File: src/rtl/bfas_pkg.sv
// shared types and constants for the bf16 add/subtract pipeline
`default_nettype none

package bfas_pkg;

    // bf16 field layout
    localparam int BF_W     = 16;
    localparam int EXP_W    = 8;
    localparam int FRAC_W   = 7;
    localparam int MANT_W   = FRAC_W + 1;

    // fp32 layout used for the intermediate result
    localparam int FP_W      = 32;
    localparam int FP_FRAC_W = 23;

    // alignment frame: big significand sits at the top, carry bit above it
    localparam int FRAME_W  = 40;
    localparam int SUM_W    = FRAME_W + 1;
    localparam int EXT_W    = 2 * FRAME_W;
    localparam int SHIFT_W  = 6;
    localparam int SHIFT_MAX = 47;
    localparam int LZ_W     = 6;

    localparam logic [EXP_W-1:0] EXP_ALL_ONES = 8'hFF;
    localparam logic [FP_W-1:0]  BF_ROUND_BIAS = 32'h0000_7FFF;
    localparam logic [BF_W-1:0]  NAN_PATTERN_RESET = 16'h7FC0;
    localparam logic [BF_W-2:0]  BF_INF_MAG = 15'h7F80;

    // operation codes
    localparam logic CMD_ADD = 1'b0;
    localparam logic CMD_SUB = 1'b1;

    // special-case flags carried alongside the data
    typedef struct packed {
        logic nan;
        logic inf;
        logic inf_sign;
    } bfas_flags_t;

    // after unpack and operand ordering
    typedef struct packed {
        bfas_flags_t        flags;
        logic               sign;
        logic               eff_sub;
        logic               zero_sign;
        logic [EXP_W-1:0]   big_exp;
        logic [MANT_W-1:0]  big_mant;
        logic [MANT_W-1:0]  small_mant;
        logic [EXP_W-1:0]   diff;
    } bfas_s1_t;

    // after alignment and add
    typedef struct packed {
        bfas_flags_t        flags;
        logic               sign;
        logic               zero_sign;
        logic [EXP_W-1:0]   big_exp;
        logic [SUM_W-1:0]   sum;
    } bfas_s2_t;

    // after normalisation
    typedef struct packed {
        bfas_flags_t        flags;
        logic               sign;
        logic [EXP_W:0]     exp;
        logic [SUM_W-1:0]   norm;
    } bfas_s3_t;

endpackage

`default_nettype wire

File: src/rtl/bfas_align.sv
// unpack, operand ordering, alignment shift and significand add
`default_nettype none

module bfas_align (
    input  wire logic                        clk,
    input  wire logic                        rst_n,
    input  wire logic                        en,
    input  wire logic                        in_take,
    input  wire logic                        cmd,
    input  wire logic [bfas_pkg::BF_W-1:0]   lhs_value,
    input  wire logic [bfas_pkg::BF_W-1:0]   rhs_value,
    output logic                             s2_valid,
    output bfas_pkg::bfas_s2_t               s2
);

    logic               s1_valid_reg;
    bfas_pkg::bfas_s1_t s1_reg;
    bfas_pkg::bfas_s1_t s1_next;
    logic               s2_valid_reg;
    bfas_pkg::bfas_s2_t s2_reg;
    bfas_pkg::bfas_s2_t s2_next;

    // unpack and order the operands by magnitude
    always_comb
    begin
        logic                         sa;
        logic                         sb;
        logic [bfas_pkg::EXP_W-1:0]   ea;
        logic [bfas_pkg::EXP_W-1:0]   eb;
        logic [bfas_pkg::FRAC_W-1:0]  fa;
        logic [bfas_pkg::FRAC_W-1:0]  fb;
        logic                         nan_a;
        logic                         nan_b;
        logic                         inf_a;
        logic                         inf_b;
        logic                         swap;
        logic [bfas_pkg::EXP_W-1:0]   xa;
        logic [bfas_pkg::EXP_W-1:0]   xb;
        logic [bfas_pkg::MANT_W-1:0]  ma;
        logic [bfas_pkg::MANT_W-1:0]  mb;

        sa = lhs_value[15];
        sb = rhs_value[15] ^ (cmd == bfas_pkg::CMD_SUB);
        ea = lhs_value[14:7];
        eb = rhs_value[14:7];
        fa = lhs_value[6:0];
        fb = rhs_value[6:0];
        nan_a = (ea == bfas_pkg::EXP_ALL_ONES) && (fa != '0);
        nan_b = (eb == bfas_pkg::EXP_ALL_ONES) && (fb != '0);
        inf_a = (ea == bfas_pkg::EXP_ALL_ONES) && (fa == '0);
        inf_b = (eb == bfas_pkg::EXP_ALL_ONES) && (fb == '0);
        xa = (ea == '0) ? 8'd1 : ea;
        xb = (eb == '0) ? 8'd1 : eb;
        ma = {(ea != '0), fa};
        mb = {(eb != '0), fb};
        swap = rhs_value[14:0] > lhs_value[14:0];

        // invalid infinity pair: effective signs differ
        s1_next.flags.nan      = nan_a || nan_b || (inf_a && inf_b && (sa != sb));
        s1_next.flags.inf      = inf_a || inf_b;
        s1_next.flags.inf_sign = inf_a ? sa : sb;
        s1_next.sign       = swap ? sb : sa;
        s1_next.eff_sub    = sa ^ sb;
        s1_next.zero_sign  = sa & sb;
        s1_next.big_exp    = swap ? xb : xa;
        s1_next.big_mant   = swap ? mb : ma;
        s1_next.small_mant = swap ? ma : mb;
        s1_next.diff       = swap ? (xb - xa) : (xa - xb);
    end

    // align the smaller significand and add or subtract
    always_comb
    begin
        logic [bfas_pkg::SHIFT_W-1:0] shc;
        logic [bfas_pkg::EXT_W-1:0]   ext;
        logic [bfas_pkg::FRAME_W-1:0] small_al;
        logic [bfas_pkg::FRAME_W-1:0] big_al;
        logic                         sticky;

        shc = (s1_reg.diff > 8'(bfas_pkg::SHIFT_MAX)) ? 6'(bfas_pkg::SHIFT_MAX)
                                                      : s1_reg.diff[5:0];
        ext = {s1_reg.small_mant, {(bfas_pkg::EXT_W-bfas_pkg::MANT_W){1'b0}}} >> shc;
        sticky = |ext[bfas_pkg::FRAME_W-1:0];
        small_al = ext[bfas_pkg::EXT_W-1:bfas_pkg::FRAME_W];
        small_al[0] = small_al[0] | sticky;
        big_al = {s1_reg.big_mant, {(bfas_pkg::FRAME_W-bfas_pkg::MANT_W){1'b0}}};

        s2_next.flags     = s1_reg.flags;
        s2_next.sign      = s1_reg.sign;
        s2_next.zero_sign = s1_reg.zero_sign;
        s2_next.big_exp   = s1_reg.big_exp;
        s2_next.sum       = s1_reg.eff_sub ? ({1'b0, big_al} - {1'b0, small_al})
                                           : ({1'b0, big_al} + {1'b0, small_al});
    end

    // valid bits
    always_ff @(posedge clk or negedge rst_n)
    begin
        if (!rst_n)
        begin
            s1_valid_reg <= 1'b0;
            s2_valid_reg <= 1'b0;
        end
        else if (en)
        begin
            s1_valid_reg <= in_take;
            s2_valid_reg <= s1_valid_reg;
        end
    end

    // stage data
    always_ff @(posedge clk)
    begin
        if (en)
        begin
            s1_reg <= s1_next;
            s2_reg <= s2_next;
        end
    end

    assign s2_valid = s2_valid_reg;
    assign s2       = s2_reg;

endmodule

`default_nettype wire

File: src/rtl/bfas_norm.sv
// leading-zero count and normalising shift of the raw sum
`default_nettype none

module bfas_norm (
    input  wire logic                clk,
    input  wire logic                rst_n,
    input  wire logic                en,
    input  wire logic                s2_valid,
    input  wire bfas_pkg::bfas_s2_t  s2,
    output logic                     s3_valid,
    output bfas_pkg::bfas_s3_t       s3
);

    logic               s3_valid_reg;
    bfas_pkg::bfas_s3_t s3_reg;
    bfas_pkg::bfas_s3_t s3_next;

    // count leading zeros, cap the shift so subnormals keep the minimum exponent
    always_comb
    begin
        logic [bfas_pkg::LZ_W-1:0]  lz;
        logic [bfas_pkg::LZ_W-1:0]  sh;
        logic [bfas_pkg::SUM_W-1:0] norm;

        lz = 6'(bfas_pkg::SUM_W);
        for (int i = 0; i < bfas_pkg::SUM_W; i++)
        begin
            if (s2.sum[i])
            begin
                lz = 6'(bfas_pkg::SUM_W - 1 - i);
            end
        end
        sh = ({2'b00, lz} > s2.big_exp) ? s2.big_exp[5:0] : lz;
        norm = s2.sum << sh;

        s3_next.flags = s2.flags;
        s3_next.sign  = (s2.sum == '0) ? s2.zero_sign : s2.sign;
        s3_next.norm  = norm;
        s3_next.exp   = norm[bfas_pkg::SUM_W-1]
                        ? ({1'b0, s2.big_exp} + 9'd1 - {3'b000, sh}) : 9'd0;
    end

    always_ff @(posedge clk or negedge rst_n)
    begin
        if (!rst_n)
        begin
            s3_valid_reg <= 1'b0;
        end
        else if (en)
        begin
            s3_valid_reg <= s2_valid;
        end
    end

    always_ff @(posedge clk)
    begin
        if (en)
        begin
            s3_reg <= s3_next;
        end
    end

    assign s3_valid = s3_valid_reg;
    assign s3       = s3_reg;

endmodule

`default_nettype wire

File: src/rtl/bfas_round.sv
// fp32 round-to-nearest-even, then bf16 rounding and result select
`default_nettype none

module bfas_round (
    input  wire logic                       clk,
    input  wire logic                       rst_n,
    input  wire logic                       en,
    input  wire logic                       s3_valid,
    input  wire bfas_pkg::bfas_s3_t         s3,
    input  wire logic [bfas_pkg::BF_W-1:0]  nan_pattern,
    output logic                            out_valid,
    output logic [bfas_pkg::BF_W-1:0]       result_value,
    output logic                            used_nan_path
);

    logic                          s4_valid_reg;
    bfas_pkg::bfas_flags_t         s4_flags_reg;
    logic [bfas_pkg::FP_W-1:0]     s4_fp_reg;
    logic [bfas_pkg::FP_W-1:0]     s4_fp_next;
    logic                          s5_valid_reg;
    logic [bfas_pkg::BF_W-1:0]     s5_result_reg;
    logic [bfas_pkg::BF_W-1:0]     s5_result_next;
    logic                          s5_nan_reg;

    // fp32 rounding; exponent overflow goes to infinity
    always_comb
    begin
        logic                       inc;
        logic [bfas_pkg::FP_W-2:0]  mag;

        inc = s3.norm[16] & ((|s3.norm[15:0]) | s3.norm[17]);
        mag = {s3.exp[7:0], s3.norm[39:17]} + 31'(inc);
        if (s3.exp >= {1'b0, bfas_pkg::EXP_ALL_ONES})
        begin
            s4_fp_next = {s3.sign, bfas_pkg::EXP_ALL_ONES, {bfas_pkg::FP_FRAC_W{1'b0}}};
        end
        else
        begin
            s4_fp_next = {s3.sign, mag};
        end
    end

    // bf16 rounding and special-case select
    always_comb
    begin
        logic [bfas_pkg::FP_W-1:0] w;

        w = s4_fp_reg + bfas_pkg::BF_ROUND_BIAS + {31'b0, s4_fp_reg[16]};
        if (s4_flags_reg.nan)
        begin
            s5_result_next = nan_pattern;
        end
        else if (s4_flags_reg.inf)
        begin
            s5_result_next = {s4_flags_reg.inf_sign, bfas_pkg::BF_INF_MAG};
        end
        else
        begin
            s5_result_next = w[31:16];
        end
    end

    always_ff @(posedge clk or negedge rst_n)
    begin
        if (!rst_n)
        begin
            s4_valid_reg <= 1'b0;
            s5_valid_reg <= 1'b0;
        end
        else if (en)
        begin
            s4_valid_reg <= s3_valid;
            s5_valid_reg <= s4_valid_reg;
        end
    end

    always_ff @(posedge clk)
    begin
        if (en)
        begin
            s4_flags_reg  <= s3.flags;
            s4_fp_reg     <= s4_fp_next;
            s5_result_reg <= s5_result_next;
            s5_nan_reg    <= s4_flags_reg.nan;
        end
    end

    assign out_valid     = s5_valid_reg;
    assign result_value  = s5_result_reg;
    assign used_nan_path = s5_nan_reg;

endmodule

`default_nettype wire

File: src/rtl/bf16_add_sub_unit.sv
// top level of the bf16 adder/subtractor
//
// Adds or subtracts two bf16 operands (cmd 0 add, 1 subtract). The operands
// are widened to fp32, summed with round-to-nearest-even (subnormals kept) and
// rounded back to bf16. NaN operands and invalid infinity pairs return the
// programmed NaN pattern with used_nan_path set.
// Input channel: in_valid/in_ready with cmd, lhs_value, rhs_value.
// Output channel: out_valid/out_ready with result_value, used_nan_path.
// Config channel: cfg_valid/cfg_ready with cfg_data, the NaN pattern; always
// ready, to be written only while no transaction is in flight.
// The five pipeline registers (order, align/add, normalise, fp32 round, bf16 round)
// lie between an input transaction and its result valid.
// Throughput: one transaction per cycle while the receiver does not stall the output.
// Reset clears every valid bit and loads the NaN pattern with 0x7FC0.
// When the receiver stalls with a result waiting, the whole pipeline holds
// and in_ready drops in the same cycle; nothing is lost or repeated.
`default_nettype none

module bf16_add_sub_unit (
    input  wire logic                       clk,
    input  wire logic                       rst_n,
    input  wire logic                       in_valid,
    output logic                            in_ready,
    input  wire logic                       cmd,
    input  wire logic [bfas_pkg::BF_W-1:0]  lhs_value,
    input  wire logic [bfas_pkg::BF_W-1:0]  rhs_value,
    output logic                            out_valid,
    input  wire logic                       out_ready,
    output logic [bfas_pkg::BF_W-1:0]       result_value,
    output logic                            used_nan_path,
    input  wire logic                       cfg_valid,
    output logic                            cfg_ready,
    input  wire logic [bfas_pkg::BF_W-1:0]  cfg_data
);

    logic                          en;
    logic                          s2_valid;
    bfas_pkg::bfas_s2_t            s2;
    logic                          s3_valid;
    bfas_pkg::bfas_s3_t            s3;
    logic [bfas_pkg::BF_W-1:0]     nan_pattern_reg;

    // pipeline advances unless a result is held by the receiver
    assign en        = !out_valid || out_ready;
    assign in_ready  = en;
    assign cfg_ready = 1'b1;

    // nan pattern register
    always_ff @(posedge clk or negedge rst_n)
    begin
        if (!rst_n)
        begin
            nan_pattern_reg <= bfas_pkg::NAN_PATTERN_RESET;
        end
        else if (cfg_valid && cfg_ready)
        begin
            nan_pattern_reg <= cfg_data;
        end
    end

    bfas_align u_align (
        .clk       (clk),
        .rst_n     (rst_n),
        .en        (en),
        .in_take   (in_valid && in_ready),
        .cmd       (cmd),
        .lhs_value (lhs_value),
        .rhs_value (rhs_value),
        .s2_valid  (s2_valid),
        .s2        (s2)
    );

    bfas_norm u_norm (
        .clk      (clk),
        .rst_n    (rst_n),
        .en       (en),
        .s2_valid (s2_valid),
        .s2       (s2),
        .s3_valid (s3_valid),
        .s3       (s3)
    );

    bfas_round u_round (
        .clk           (clk),
        .rst_n         (rst_n),
        .en            (en),
        .s3_valid      (s3_valid),
        .s3            (s3),
        .nan_pattern   (nan_pattern_reg),
        .out_valid     (out_valid),
        .result_value  (result_value),
        .used_nan_path (used_nan_path)
    );

    // stalled output holds its transaction
    a_stall_hold: assert property (@(posedge clk) disable iff (!rst_n)
        out_valid && !out_ready |=> out_valid && $stable(result_value))
        else $error("result changed under stall");

    // nan path always carries the programmed pattern
    a_nan_value: assert property (@(posedge clk) disable iff (!rst_n)
        out_valid && used_nan_path |-> result_value == nan_pattern_reg)
        else $error("nan path result differs from pattern");

    // arithmetic path never produces a nan encoding
    a_no_arith_nan: assert property (@(posedge clk) disable iff (!rst_n)
        out_valid && !used_nan_path |->
            (result_value[14:7] != bfas_pkg::EXP_ALL_ONES) || (result_value[6:0] == '0))
        else $error("arithmetic path produced nan");

    // accepted input occupies the first stage
    a_accept_enters: assert property (@(posedge clk) disable iff (!rst_n)
        in_valid && in_ready |=> u_align.s1_valid_reg)
        else $error("accepted transaction dropped");

endmodule

`default_nettype wire

File: config.mk
export PLATFORM = sky130hd
export DESIGN_NAME = bf16_add_sub_unit
export DESIGN_NICKNAME = d
export VERILOG_FILES = /design/src/rtl/bfas_pkg.sv /design/src/rtl/bfas_align.sv /design/src/rtl/bfas_norm.sv /design/src/rtl/bfas_round.sv /design/src/rtl/bf16_add_sub_unit.sv
export SDC_FILE = /design/constraint.sdc
export NUM_CORES = 1
export LEC_CHECK = 0
export BUFFER_PORTS_ARGS = -buffer_cell sky130_fd_sc_hd__buf_2
export CAP_MARGIN = 20
export CORE_MARGIN = 2
export CORE_UTILIZATION = 47
export CTS_CLUSTER_DIAMETER = 40
export DETAILED_ROUTE_END_ITERATION = 16
export HOLD_SLACK_MARGIN = 0.08
export PLACE_DENSITY = 0.73
export SETUP_SLACK_MARGIN = 0.3
export SYNTH_ARGS = -nofsm -noshare
export SYNTH_HDL_FRONTEND = slang
export SYNTH_SLANG_ARGS = --single-unit
File: constraint.sdc
create_clock -name clk -period 9.1 [get_ports clk]
set_clock_uncertainty 0.2 [all_clocks]
set_input_delay 0.91 -clock clk [delete_from_list [all_inputs] [get_ports clk]]
set_output_delay 0.91 -clock clk [all_outputs]
set_load 0.02 [all_outputs]
==> results of run 1 <==
final timing paths:
kind,start,end,slack (ns),depth (start not counted)
worst max-delay path,u_align.s2[1]$_DFFE_PN_,u_norm.s3[49]$_SDFFCE_PN0N_,1.92,24
worst min-delay path,rst_n,nan_pattern_reg[2]$_DFFE_PN0P_,0.14,1
worst max register to register,u_align.s2[1]$_DFFE_PN_,u_norm.s3[49]$_SDFFCE_PN0N_,1.92,24
worst min register to register,u_align.s2[51]$_DFFE_PN_,u_norm.s3[51]$_DFFE_PN_,0.22,0
max in group asynchronous,rst_n,nan_pattern_reg[12]$_DFFE_PN1P_,8.19,1
min in group clk,u_align.s2[51]$_DFFE_PN_,u_norm.s3[51]$_DFFE_PN_,0.22,0
metal layers:
metal	vias to the layer above	share of wire [%]
li1	6171	-
met1	6030	43
met2	399	48
met3	91	4.3
met4	0	3.7
met5	-	0
kinds of logic after synthesis:
logic type,Yosys count
AOI/OAI and AO/OA,405
xor gates and xnor gates,77
adders and majority gates,70
buffers and inverters,172
DFF,218
muxes,143
other,1
and+or+nand+nor,547
synth_stat cells (all sizes together), types with 6 or more instances:
library cell,n,share of area (%)
a31o,6,0.33
mux2,49,3.5
a21oi,95,3.1
and3,17,0.67
inv,84,2.0
a21o,23,1.1
nand2,150,3.6
or4,10,0.50
nor2,114,2.7
or3,17,0.74
xnor2,44,2.4
o211ai,15,0.71
edfxtp,197,37
o22a,6,0.33
o221ai,7,0.39
dfrtp,12,1.9
and2,19,0.75
clkbuf,64,1.5
ha,66,5.2
a211o,9,0.50
o21a,16,0.76
a211oi,15,0.74
nand3,52,1.6
a22o,14,0.78
a31oi,18,0.71
mux4,11,1.6
nand4,22,0.87
o22ai,19,0.75
dfstp,9,1.5
nor3,35,1.1
o31ai,9,0.43
nor2b,28,1.1
a22oi,7,0.33
nor4,28,1.2
nand2b,28,1.1
xor2,33,1.8
nand3b,7,0.33
or2,12,0.47
mux2i,83,5.3
buf,24,0.82
o21bai,8,0.38
o21ai,89,3.0
final cells by class:
cell class / instances / share of cell area [%]
clock inverter: 15 / 0.9294
clock buffer: 35 / 4.447
sequential: 218 / 36.87
timing repair buffer: 91 / 2.874
multi-input combinational: 1243 / 49.84
tap: 448 / 3.203
inverter: 84 / 1.844
critical path: cells and delay by family (launching register included):
| kind | cells | cell delay (ns) |
|---|---|---|
| DFF | 1 | 0.46 |
| adders and majority gates | 3 | 0.81 |
| and+or+nand+nor | 8 | 1.71 |
| buffers and inverters | 3 | 0.69 |
| xor gates and xnor gates | 1 | 0.14 |
| AOI/OAI and AO/OA | 9 | 2.89 |
report_power, final:
part | internal (uW) | total, uW | switching, uW | leakage, uW
sequential | 1740 | 2150 | 412 | 0.00227
combinational | 1120 | 2790 | 1670 | 0.00428
clock | 669 | 1090 | 417 | 0.000450
total | 3540 | 6030 | 2500 | 0.00700
stage by stage:
stage	utilization (%)	hold slack, ns	power, uW
global placement	49.61	0.2022	4859
floorplan	-	0.2003	4147
global route	52.46	0.1632	6424
CTS	52.43	0.1285	6019
finish	52.46	0.1433	6033
detailed placement	49.61	0.2045	4911
==> summary.md, run 1 <==
| Metric | Value |
|---|---|
| Commonest non-fill, non-tap cell in the layout | `edfxtp_1` |
| Number of global-route vias before repair | `12250` |
| Met2 Use GR | `38.83%` |
| Pin count of the biggest net entering global routing | `102` |
| Final Non-Filler Cells | `2134` |
| Die Span Y | `187.4 microns` |
| Post-Syn Area | `15810 sq um` |
| Ys async rst share | `9.633%` |
| Crit path max-delay cell type | `a2111oi_0` |
| I/O pins | `74` |
| Worst path arrival time | `7.24 ns` |
| DP Worst Slack | `2.028 ns` |
| Mux cell area share after synthesis | `10.32%` |
| XOR/XNOR Fraction of Synth Area | `4.267%` |
| Syn_nets | `1757` |
| Max-cap violations | `0` |
| CTS H-tree lvls | `1` |
| Seq/Total Area, Yosys | `40.82%` |
| Core footprint | `33360 sq um` |
| Final setup margin | `1.920 ns` |
| Nets | `1789` |
| Commonest register cell after synthesis | `edfxtp_1` |
| Actual slew at the worst max-slew pin | `1.075 ns` |
| Worst Path Required | `9.16 ns` |
| Max reg flops | `54` |
| Mapped Cells | `1633` |
| Via density per instance | `5.947` |
| DP HPWL | `30400 microns` |
| EDFF count, synth | `197` |
| Hold buffer count at cts | `0` |
| Clk Tree Root Cell | `clkbuf_16` |
| Row count | `67` |
| Worst min path class | `in2async` |
| CTS Buf Count | `27` |
| Largest family of logic cells by synthesized area | `compound AO/OA/AOI/OAI gates` |
| Max VDD drop | `0.0001774 V` |
| Worst stage delay on the critical path | `0.84 ns` |
| Clock transition at path regs | `0.06 ns` |
| CP max FO | `30` |
| Sequential cell area | `6452 sq um` |
| Fmax | `139.3 MHz` |
| Placed inst area | `16550 sq um` |
| Placer Congestion | `0.9233` |
| Met3 GRT Util | `2.777%` |
| # clock sinks | `218` |
| First-pass GRT wire length | `64520 microns` |
| PostCTS Resize Cnt | `0` |
| Final WL | `40130 microns` |
| Worst skew pair latency | `0.54 ns` |
| CP cell instances | `or4_1 > nand2b_1 > a211o_1 > a31oi_1 > ha_1 > a2111oi_0 > a21oi_1 > or3_1 > o21ai_2 > buf_4 > inv_1 > buf_4 > ha_1 > ha_1 > a21o_1 > a21oi_1 > o21bai_1 > a21oi_1 > nor2b_1 > nor2_1 > nor2_1 > nor2_1 > xnor2_1 > nor2_1` |
| # setup viols final | `0` |
| Static leakage | `0.006996 uW` |
| Commonest cells after routing, fill and taps aside | `edfxtp_1, nand2_1, nor2_1` |
| WL per Instance | `18.81 microns` |
| DIE WIDTH | `187.4 microns` |
| Compound-Gate Fraction of Synth Area | `17.29%` |
| RSZ-0062 raised after global routing | `false` |
| Rel. slew slack | `27.67%` |
| Vias post-DR | `12690` |
| Fillers | `3030` |
| Layer with the highest usage | `met2` |
| Setup TNS | `0 ns` |
| Worst-case clock buffer depth | `3` |
| Final Cell Area | `17500 sq um` |
| Synth Area in Adders | `5.731%` |
| CP Launch Type | `register` |
| Min Tclk post-route | `7.180 ns` |
| Outcome | `complete, no violations` |
| Initial drt markers | `834` |
| Post-Synth Simple-Gate Area | `17.21%` |
| Synthesized flop and latch total | `218` |
| Layout area overhead | `10.73%` |
| Initial antenna violation count | `0` |
| CP Capture Type | `register` |
| Number of port buffers | `72` |
| Crit Path Category | `reg2reg` |
| Pwr Density | `344.7 nW/um^2` |
| # diodes | `0` |
| Multi-input gate area | `8722 sq um` |
| Mapped Avg Cell Area | `9.679 sq um` |
| Grt ovf | `0` |
| Grt met1 use | `29.05%` |
| Pins over their slew limit | `0` |
| Final period util | `78.91%` |
| Top cell by count, worst path | `nor2_1` |
| Detailed-route DRC error count | `0` |
| DP Cell Count | `2083` |
| Setup Buffers After CTS | `0` |
| Drt first pass iters | `5` |
| CTS tree | `done` |
| Gr usage total | `22.49%` |
| Die Footprint | `35110 sq um` |
| Synth unique cells | `84` |
| Final Hold Vio Count | `0` |
| Ys Warns | `0` |
| Layout cells sized above 1 | `14.83%` |
| Detail Route Antenna Nets | `0` |
| Initial Util | `47.37%` |
Note: power is estimated with default switching activity, not from simulation.
==> run 2: changes to the inputs <==
--- a/config.mk
+++ b/config.mk
@@ -12,7 +12,7 @@
 export CTS_CLUSTER_DIAMETER = 40
 export DETAILED_ROUTE_END_ITERATION = 16
 export HOLD_SLACK_MARGIN = 0.08
-export PLACE_DENSITY = 0.73
+export PLACE_DENSITY = 0.75
 export SETUP_SLACK_MARGIN = 0.3
 export SYNTH_ARGS = -nofsm -noshare
 export SYNTH_HDL_FRONTEND = slang
==> constraint.sdc (replaced) <==
create_clock -name clk -period 6.2 [get_ports clk]
set_clock_uncertainty 0.2 [all_clocks]
set_input_delay 0.62 -clock clk [delete_from_list [all_inputs] [get_ports clk]]
set_output_delay 0.62 -clock clk [all_outputs]
set_load 0.02 [all_outputs]
==> summary.md, run 2 (synthesis gave the netlist of run 1 again) <==
| Metric | Value |
|---|---|
| Final period util | `90.20% (+11 points)` |
| CP max FO | `28 (-6.7%)` |
| Commonest cells after routing, fill and taps aside | `edfxtp_1, nand2_1, nor2_1` |
| Max reg flops | `54 (unchanged)` |
| WHS Path Cells | `2` |
| Final Non-Filler Cells | `2163 (+1.4%)` |
| WL per Instance | `18.94 microns (+0.72%)` |
| Worst Path Required | `6.40 ns (-2.76 ns)` |
| Detailed-route DRC error count | `0 (unchanged)` |
| Internal | `5162 uW (+46%)` |
| Worst-case clock buffer depth | `3 (unchanged)` |
| Min Tclk post-route | `5.593 ns (-1.588 ns)` |
| CP Capture Type | `register` |
| Fin util | `53.08% (+0.62 points)` |
| Switch share | `41.96% (+0.56 points)` |
| Nets | `1818 (+1.6%)` |
| R2R Path End | `u_align.s2[24]$_DFFE_PN_` |
| DIE WIDTH | `187.4 microns (unchanged)` |
| Gr usage total | `22.77% (+0.28 points)` |
| Row count | `67 (unchanged)` |
| Combinational share of power | `47.9% (+1.6 points)` |
| # clock sinks | `218 (unchanged)` |
| Setup TNS | `0 ns (unchanged)` |
| Hold Path End | `nan_pattern_reg[0]$_DFFE_PN0P_` |
| R2r startpoint | `u_align.s1_reg[4]$_DFFE_PN_` |
| Pwr Density | `502.2 nW/um^2 (+46%)` |
| Clk Tree Root Cell | `clkbuf_16` |
| # setup viols final | `0 (unchanged)` |
| Number of port buffers | `72 (unchanged)` |
| I/O pins | `74 (unchanged)` |
| Pins over their slew limit | `0 (unchanged)` |
| DP HPWL | `31040 microns (+2.1%)` |
| Multi-input gate area | `8757 sq um (+0.40%)` |
| Initial drt markers | `973 (+17%)` |
| Seq pwr share | `35.4% (-0.3 points)` |
| Final Hold Vio Count | `0 (unchanged)` |
| Static leakage | `0.007116 uW (+1.7%)` |
| Layout cells sized above 1 | `16.03% (+1.2 points)` |
| Sequential cell area | `6452 sq um (unchanged)` |
| Clk pwr share | `16.8% (-1.2 points)` |
| Rel. slew slack | `32.54% (+4.9 points)` |
| Start point of the worst min-delay path | `cfg_data[0]` |
| Pin count of the biggest net entering global routing | `79 (-23%)` |
| Grt ovf | `0 (unchanged)` |
| # diodes | `0 (unchanged)` |
| Fillers | `3006 (-0.79%)` |
| Final setup margin | `0.6073 ns (-1.312 ns)` |
| CTS tree | `done` |
| Fmax | `178.8 MHz (+28%)` |
| Initial Util | `47.37% (unchanged)` |
| Worst min path class | `in2reg` |
| DP Cell Count | `2103 (+0.96%)` |
| Worst skew pair latency | `0.55 ns (about the same)` |
| First-pass GRT wire length | `65100 microns (+0.91%)` |
| Worst path arrival time | `5.80 ns (-1.44 ns)` |
| Source of the critical timing path | `u_align.s1_reg[4]$_DFFE_PN_` |
| Placer Congestion | `0.9546 (+3.4%)` |
| Final Hold Slack | `0.09969 ns (-0.04361 ns)` |
| Detail Route Antenna Nets | `0 (unchanged)` |
| Net Switching | `3732 uW (+49%)` |
| R2R setup slack | `0.61 ns (-1.31 ns)` |
| Initial antenna violation count | `0 (unchanged)` |
| Core footprint | `33360 sq um (unchanged)` |
| Die Footprint | `35110 sq um (unchanged)` |
| Layout area overhead | `12.05%` |
| Via density per instance | `5.966 (+0.32%)` |
| CTS H-tree lvls | `1 (unchanged)` |
| Drt first pass iters | `6 (+1)` |
| RSZ-0062 raised after global routing | `false` |
| Clock transition at path regs | `0.06 ns (about the same)` |
| Number of global-route vias before repair | `12380 (+1.0%)` |
| CTS Buf Count | `28 (+3.7%)` |
| Final WL | `40970 microns (+2.1%)` |
| Commonest non-fill, non-tap cell in the layout | `edfxtp_1` |
| Max VDD drop | `0.0003281 V (+85%)` |
| Actual slew at the worst max-slew pin | `1.008 ns (-0.06676 ns)` |
| Die Span Y | `187.4 microns (unchanged)` |
| DP Worst Slack | `0.4663 ns (-1.562 ns)` |
| CP Launch Type | `register` |
| Reg2Reg Depth | `14 (-42%)` |
| Max-cap violations | `0 (unchanged)` |
| Crit Path Category | `reg2reg` |
| Outcome | `complete, no violations` |
| Vias post-DR | `12910 (+1.7%)` |
==> run 2: power groups by stage <==
stage	clock network, uW	registers [uW]	logic [uW]
floorplan	0	3030	3070
global placement	0	3120	4110
detailed placement	0	3160	4140
CTS	1520	3140	4170
global route	1580	3230	4640
finish	1490	3150	4260
==> run 2: timing repair <==
| item | in CTS | in global routing |
|---|---|---|
| resized for setup | 0 | 4 |
| hold endpoints to repair | 16 | 0 |
| endpoints found under the setup margin | 0 | 14 |
| setup buffers | 0 | 4 |
| hold buffers | 5 | 0 |
==> run 2: worst max-delay path by stage <==
stage | endpoint | slack (ns) | cells past startpoint
2_1_floorplan | u_norm.s3[49]$_SDFFCE_PN0N_ | 0.26 | 25
3_3_place_gp | u_norm.s3[49]$_SDFFCE_PN0N_ | 0.54 | 24
3_5_place_dp | u_norm.s3[49]$_SDFFCE_PN0N_ | 0.47 | 24
4_1_cts | u_align.s2[24]$_DFFE_PN_ | 0.48 | 14
5_1_grt | u_norm.s3[49]$_SDFFCE_PN0N_ | 0.33 | 25
6_report | u_align.s2[24]$_DFFE_PN_ | 0.61 | 14
==> run 2: metal layers <==
metal	vias up	wire, microns	track usage, %
li1	6224	-	-
met1	6149	17430	28.58
met2	425	20280	40.72
met3	107	1835	2.514
met4	0	1419	7.935
met5	-	0	0
==> run 2: cell type report <==
cell class | count | share of cell area, %
clock inverter | 15 | 0.7206
multi-input combinational | 1243 | 49.45
clock buffer | 36 | 4.239
sequential | 218 | 36.43
inverter | 84 | 1.823
tap | 448 | 3.165
timing repair buffer | 119 | 4.168
==> run 2: worst max-delay path, cell delays in order, from the launching register on <==
cell	delay (ns)
edfxtp_1	0.55
a211o_2	0.60
o21ai_1	0.28
a21oi_1	0.16
or4b_2	0.65
nor3_1	0.23
a41oi_1	0.21
inv_1	0.19
ha_1	0.18
o21ai_0	0.11
or4_1	0.64
or4_4	0.54
or3_4	0.35
or4_1	0.47
nand3_1	0.08
==> run 2: through the flow <==
| stage | area [sq um] | power (uW) |
|---|---|---|
| after floorplan | 15820 | 6097 |
| after global placement | 16730 | 7231 |
| after detailed placement | 16730 | 7300 |
| after CTS | 17660 | 8838 |
| after global routing | 17710 | 9450 |
| final | 17710 | 8894 |
==> run 3: changes to the inputs <==
--- a/config.mk
+++ b/config.mk
@@ -13,6 +13,7 @@
 export DETAILED_ROUTE_END_ITERATION = 16
 export HOLD_SLACK_MARGIN = 0.08
 export PLACE_DENSITY = 0.75
+export REMOVE_ABC_BUFFERS = 1
 export SETUP_SLACK_MARGIN = 0.3
 export SYNTH_ARGS = -nofsm -noshare
 export SYNTH_HDL_FRONTEND = slang
==> summary.md, run 3 (synthesis gave the netlist of run 1 again) <==
| Metric | Value |
|---|---|
| Worst skew pair latency | `0.56 ns (about the same)` |
| Placer Congestion | `0.9776 (+2.4%)` |
| Initial antenna violation count | `0 (unchanged)` |
| Setup TNS | `0 ns (unchanged)` |
| CTS Buf Count | `29 (+3.6%)` |
| Commonest cells after routing, fill and taps aside | `edfxtp_1, nand2_1, nor2_1` |
| First-pass GRT wire length | `65900 microns (+1.2%)` |
| Crit Path Category | `reg2reg` |
| Placed inst area | `16700 sq um (-0.16%)` |
| Worst Path Required | `6.31 ns (-0.09 ns)` |
| Layout cells sized above 1 | `17.04% (+1.0 points)` |
| CP Capture Type | `register` |
| Number of global-route vias before repair | `12610 (+1.9%)` |
| DIE WIDTH | `187.4 microns (unchanged)` |
| Pin count of the biggest net entering global routing | `73 (-7.6%)` |
| Final setup margin | `0.5652 ns (-0.04209 ns)` |
| Core footprint | `33360 sq um (unchanged)` |
| Final Hold Vio Count | `0 (unchanged)` |
| RSZ-0062 raised after global routing | `false` |
| Pwr Density | `508.6 nW/um^2 (+1.3%)` |
| DP Worst Slack | `0.3114 ns (-0.1548 ns)` |
| Number of port buffers | `72 (unchanged)` |
| I/O pins | `74 (unchanged)` |
| CTS tree | `done` |
| Clk Tree Root Cell | `clkbuf_16` |
| DP HPWL | `31420 microns (+1.2%)` |
| Detail Route Antenna Nets | `0 (unchanged)` |
| Final WL | `41240 microns (+0.65%)` |
| WL per Instance | `18.98 microns (+0.19%)` |
| CP max FO | `15 (-46%)` |
| Worst min path class | `in2reg` |
| Final Power | `9090 uW (+2.2%)` |
| Row count | `67 (unchanged)` |
| CTS H-tree lvls | `1 (unchanged)` |
| Initial drt markers | `1047 (+7.6%)` |
| Min Tclk post-route | `5.635 ns (+0.04209 ns)` |
| Final period util | `90.88% (+0.68 points)` |
| Outcome | `complete, no violations` |
| Layout area overhead | `13.09%` |
| Detailed-route DRC error count | `0 (unchanged)` |
| Worst-case clock buffer depth | `3 (unchanged)` |
| Drt first pass iters | `7 (+1)` |
| Actual slew at the worst max-slew pin | `0.8436 ns (-0.1647 ns)` |
| Rel. slew slack | `43.76% (+11 points)` |
| # setup viols final | `0 (unchanged)` |
| Static leakage | `0.007194 uW (+1.1%)` |
| Max reg flops | `54 (unchanged)` |
| Vias post-DR | `12940 (+0.29%)` |
| Grt ovf | `0 (unchanged)` |
| Gr usage total | `23.00% (+0.23 points)` |
| Die Footprint | `35110 sq um (unchanged)` |
| Final Cell Area | `17870 sq um (+0.93%)` |
| Commonest non-fill, non-tap cell in the layout | `edfxtp_1` |
| Via density per instance | `5.956 (-0.17%)` |
| Max-cap violations | `0 (unchanged)` |
| Pins over their slew limit | `0 (unchanged)` |
| Final Hold Slack | `0.09699 ns (-0.002706 ns)` |
| Initial Util | `47.37% (unchanged)` |
| Fmax | `177.5 MHz (-0.75%)` |
| Clock transition at path regs | `0.06 ns (about the same)` |
| CP Launch Type | `register` |
| # diodes | `0 (unchanged)` |
| Die Span Y | `187.4 microns (unchanged)` |
| Worst path arrival time | `5.74 ns (-0.06 ns)` |
| # clock sinks | `218 (unchanged)` |
| Max VDD drop | `0.0003084 V (-6.0%)` |
| Nets | `1827 (+0.50%)` |
==> run 3: metrics by stage <==
step,std cells,util (%)
global route,2173,53.57
global placement,2103,50.06
detailed placement,2103,50.06
floorplan,1545,-
finish,2173,53.57
CTS,2158,53.09
==> run 3: worst max-delay path: stages (launching register included) <==
cell and delay, ns:
edfxtp_1 0.46, or4_1 0.64, nand2b_1 0.21, a211o_1 0.26
a31oi_1 0.33, ha_1 0.34, a2111oi_2 0.52, a21o_1 0.20
o221ai_1 0.16, nand2_2 0.24, buf_4 0.29, mux2i_1 0.27
mux2i_1 0.24, a221o_1 0.40, nor4_2 0.34, buf_4 0.22
nor3_1 0.06
==> run 3: power breakdown <==
group / total (uW) / switching [uW] / internal [uW]
combinational: 4310 / 2550 / 1760
clock: 1650 / 677 / 972
sequential: 3130 / 573 / 2560
==> run 3: cell type report <==
class	instances	area (sq um)
repair buffers	127	782.0
flip-flops and latches	218	6452
well taps	448	560.5
inverters	84	322.8
clock buffers	31	733.2
fillers	3008	15490
clock inverters	22	256.5
multi-input cells	1243	8766
==> run 3: what timing repair did <==
action | CTS | global route
hold endpoints to repair | 13 | 0
setup endpoints to repair | 0 | 39
gates resized for setup | 0 | 10
hold buffers | 2 | 0
buffers inserted | 0 | 14
==> run 3: routing by layer <==
layer	GRT usage (%)	wire, microns
met3	2.608	1847
met5	0	0
met4	8.510	1543
met2	40.99	20460
met1	28.74	17390
==> run 3: path summary, 6_finish.rpt <==
| path | cells past startpoint | start | to | slack (ns) |
|---|---|---|---|---|
| max in group asynchronous | 2 | rst_n | nan_pattern_reg[13]$_DFFE_PN1P_ | 5.07 |
| min reg2reg | 0 | u_align.s1_reg[25]$_DFFE_PN_ | u_align.s2[42]$_DFFE_PN_ | 0.22 |
| max reg2reg | 16 | u_align.s2[1]$_DFFE_PN_ | u_norm.s3[44]$_SDFFCE_PN0N_ | 0.57 |
| min | 2 | cfg_data[13] | nan_pattern_reg[13]$_DFFE_PN1P_ | 0.1 |
| max | 16 | u_align.s2[1]$_DFFE_PN_ | u_norm.s3[44]$_SDFFCE_PN0N_ | 0.57 |
| min in group asynchronous | 2 | rst_n | u_round.out_valid$_DFFE_PN0N_ | 0.37 |
